$ cat src/design/exyzr_lane.sv
`timescale 1ns / 1ps

// One row of the rotation matrix times the vector: products, then sum and rounding.
module exyzr_lane #(
    parameter int DATA_WIDTH     = 16,
    parameter int COEF_FRAC_BITS = 16
) (
    input  logic                          clk,
    input  logic                          en1,
    input  logic                          en2,
    input  logic signed [COEF_FRAC_BITS+1:0] c0,
    input  logic signed [COEF_FRAC_BITS+1:0] c1,
    input  logic signed [COEF_FRAC_BITS+1:0] c2,
    input  logic signed [DATA_WIDTH-1:0]  v0,
    input  logic signed [DATA_WIDTH-1:0]  v1,
    input  logic signed [DATA_WIDTH-1:0]  v2,
    output logic signed [DATA_WIDTH:0]    res
);

    localparam int CW = COEF_FRAC_BITS + 2;
    localparam int PW = DATA_WIDTH + CW;
    localparam int SW = PW + 2;

    logic signed [PW-1:0] p0_reg, p1_reg, p2_reg;
    logic signed [SW-1:0] sum;
    logic signed [SW-1:0] rounded;
    logic signed [DATA_WIDTH:0] res_reg;

    always_ff @(posedge clk)
    begin
        if (en1)
        begin
            p0_reg <= PW'(c0) * PW'(v0);
            p1_reg <= PW'(c1) * PW'(v1);
            p2_reg <= PW'(c2) * PW'(v2);
        end
        if (en2)
        begin
            res_reg <= (DATA_WIDTH+1)'(rounded);
        end
    end

    // Round half towards plus infinity, then drop the fraction bits.
    assign sum     = SW'(p0_reg) + SW'(p1_reg) + SW'(p2_reg);
    assign rounded = (sum + (SW'(1) <<< (COEF_FRAC_BITS - 1))) >>> COEF_FRAC_BITS;
    assign res     = res_reg;

endmodule

$ cat config.mk
export PLATFORM = sky130hd
export DESIGN_NAME = exyzr_lane
export DESIGN_NICKNAME = d
export VERILOG_FILES = /design/src/design/exyzr_lane.sv
export SDC_FILE = /design/constraint.sdc
export NUM_CORES = 2
export LEC_CHECK = 0
export ABC_AREA = 1
export BUFFER_PORTS_ARGS = -buffer_cell sky130_fd_sc_hd__buf_2
export CORE_AREA = 2 2 322 324
export CTS_BUF_LIST = sky130_fd_sc_hd__clkbuf_8
export DETAILED_ROUTE_END_ITERATION = 8
export DIE_AREA = 0 0 324 326
export GPL_ROUTABILITY_DRIVEN = 0
export HOLD_SLACK_MARGIN = 0.05
export PLACE_DENSITY = 0.66
export SLEW_MARGIN = 20
export SYNTH_ARGS = -nofsm -noshare
export SYNTH_HDL_FRONTEND = slang
export SYNTH_SLANG_ARGS = --single-unit
$ cat constraint.sdc
create_clock -name clk -period 17.3 [get_ports clk]
set_clock_uncertainty 0.1 [all_clocks]
set_input_delay 0.865 -clock clk [delete_from_list [all_inputs] [get_ports clk]]
set_output_delay 0.865 -clock clk [all_outputs]
set_load 0.02 [all_outputs]
==> results by group <==
Global route
  • First-pass GRT wire length: 164.4 mm
  • Initial antenna violation count: 4
  • Total track usage: 19.29%
  • Remaining Overflow, GRT: 0
  • Largest net degree at the start of global routing: 80
  • Vias in the first global route: 32298

Clock tree
  • CTS Buffer Depth: 2
  • Clock Sinks: 116
  • TritonCTS buffer count: 17
  • Worst-Skew Late Latency: 0.45 ns
  • Postcts setup bufs: 0
  • Post-cts sizing count: 0
  • CTS H-tree depth: 4
  • Clock slew at reported path FFs: 0.09 ns
  • CTS tree: built
  • Hold Buf Count CTS: 0
  • Root Buffer: clkbuf_8

Placement
  • HPWL after detailed placement: 83.81 mm
  • Port bufs: 121
  • Pre-CTS setup slack: 10.53 ns
  • Placed cell count: 6432

Timing
  • Final worst path period need: 6.336 ns
  • Worst slew margin: 32.99%
  • Slew Viols, Final: 0
  • TNS Setup: 0 ns
  • RSZ-0062 raised after global routing: false
  • Final Cycle Share: 36.63%
  • Setup WS post-layout: 10.96 ns
  • Hold Fails Final Rpt: 0
  • Worst-Margin Slew: 1.005 ns
  • Final hold slack: 0.7264 ns
  • Final setup vio count: 0
  • Fmax: 157.8 MHz

Worst setup path
  • Worst path required time: 17.42 ns
  • Crit path max fanout: 18
  • CP Launch Type: input port
  • Crit end category: flop
  • CP Data Arrival Time: 6.45 ns
  • Kind of critical path: input port to flop

Routing
  • Post-Route WL: 97.39 mm
  • WL/cell: 15.06 um
  • Remaining antenna violation count: 0
  • Via/cell ratio: 4.771
  • Initial DRC Count: 2149
  • DRC Markers: 0
  • Initial DRT Pass Iterations: 6
  • Vias: 30861

Yosys
  • Yosys reg bits: 116
  • Synthesized area per cell: 7.939 um^2
  • Library cells used by synthesis: 38
  • Post-Syn Nets: 6416
  • Mapped Area: 40620 um^2
  • Synth top area cells: fa_1 44%, inv_1 14%, nand2_1 12%
  • Share of the synthesized area in the top cell type: 43.52%
  • Leading area contributor after synthesis: fa_1
  • Synthesis warning total: 0
  • Post-synthesis sequential area ratio: 8.576%
  • Synthesized instance count: 5116

Min path
  • HP Class: input port to flop

Floorplan
  • Core Footprint: 102600 um^2
  • Die width: 324 um
  • # IOs: 122
  • Rows: 118
  • Full die area: 105600 um^2
  • Initial Utilization: 39.58%
  • Die height: 326 um

Final layout
  • # fillers: 10250
  • Nets: 6371
  • Final std cells w/o fill: 6468
  • Area Growth Syn to Fin: 4.883%
  • Share of cells above drive strength 1: 3.521%

Run
  • Max-capacitance violation count: 0

Outcome
  • Status: complete, no violations
## placed cells by master (no fill, tap or decap), drive strengths merged, types with 22 or more instances in the layout
cell,netlist,final
inv,1520,1526
nand2,1350,1350
fa,883,883
ha,312,312
nor2,210,210
a21oi,133,133
buf,13,122
edfxtp,116,116
nand3,109,109
xor2,60,60
o21ai,60,60
nand4,29,29
o21bai,27,27
or2,25,25
nor3,22,22
## through the flow
stage | util, % | instance area, um^2
finish | 41.52 | 42600
global route | 41.51 | 42600
CTS | 41.51 | 42590
detailed placement | 41.17 | 42250
global placement | 41.17 | 42250
floorplan | - | 40620
## cells by family after synthesis
family | synth area share [%]
compound gates | 3.379
xor+xnor | 1.682
fa+ha+maj | 53.13
buf+inv | 15.81
flops | 8.576
simple gates | 17.43
## worst max-delay path, cell delays in order
cell and delay, ns:
buf_2 0.22, nand2_1 0.16, inv_1 0.10, fa_1 0.74
inv_1 0.11, fa_1 0.63, inv_1 0.19, fa_1 0.54
inv_1 0.06, fa_1 0.52, inv_1 0.05, fa_1 0.50
fa_1 0.42, ha_1 0.40, inv_1 0.09, nor3_1 0.29
nand2_1 0.13, nor4_1 0.18, nand2_1 0.12, nand3_1 0.10
nand2_1 0.05
## synth_stat cells (all sizes together)
master	instances
a31oi	5
nor2	210
o21a	5
clkbuf	173
clkinv	1
edfxtp	116
nor3	22
o21bai	27
nand4	29
a21o	11
and3	1
o211ai	2
xnor2	18
fa	883
a21oi	133
and2	2
xor2	60
buf	13
nand2	1350
or2	25
a21boi	4
nand3	109
ha	312
inv	1520
nand3b	16
nor4	8
o21ai	60
nor3b	1
## final timing paths
check                           slack (ns)                   end  cells after the start            startpoint
worst max-delay path                 10.96  p0_reg[31]$_DFFE_PP_                     21                 v0[1]
worst min-delay path                  0.73   p0_reg[9]$_DFFE_PP_                      1                   en1
worst max register to register       14.13     res[14]$_DFFE_PP_                     11  p0_reg[17]$_DFFE_PP_
worst min register to register        0.83     res[16]$_DFFE_PP_                      4  p2_reg[32]$_DFFE_PP_
## area by class of cell
| type | instances | area, um^2 | area share [%] |
|---|---|---|---|
| Antenna cell | 4 | 10.01 | 0.02350 |
| Clock inverter | 15 | 107.6 | 0.2526 |
| Tap cell | 1380 | 1727 | 4.053 |
| Multi-Input combinational cell | 3293 | 30710 | 72.10 |
| Timing Repair Buffer | 122 | 615.6 | 1.445 |
| Sequential cell | 116 | 3483 | 8.177 |
| Inverter | 1521 | 5709 | 13.40 |
| Clock buffer | 17 | 234.0 | 0.5492 |
## routing by layer
metal	up-vias	wire [um]	global-route usage, %
li1	14536	-	-
met2	872	47940	33.03
met4	0	1656	3.180
met5	-	0	0
met1	15335	42800	26.94
met3	118	4997	1.735
Power is not shown: default switching activity piles up to over one toggle a cycle in this logic, so the estimate is an artifact.
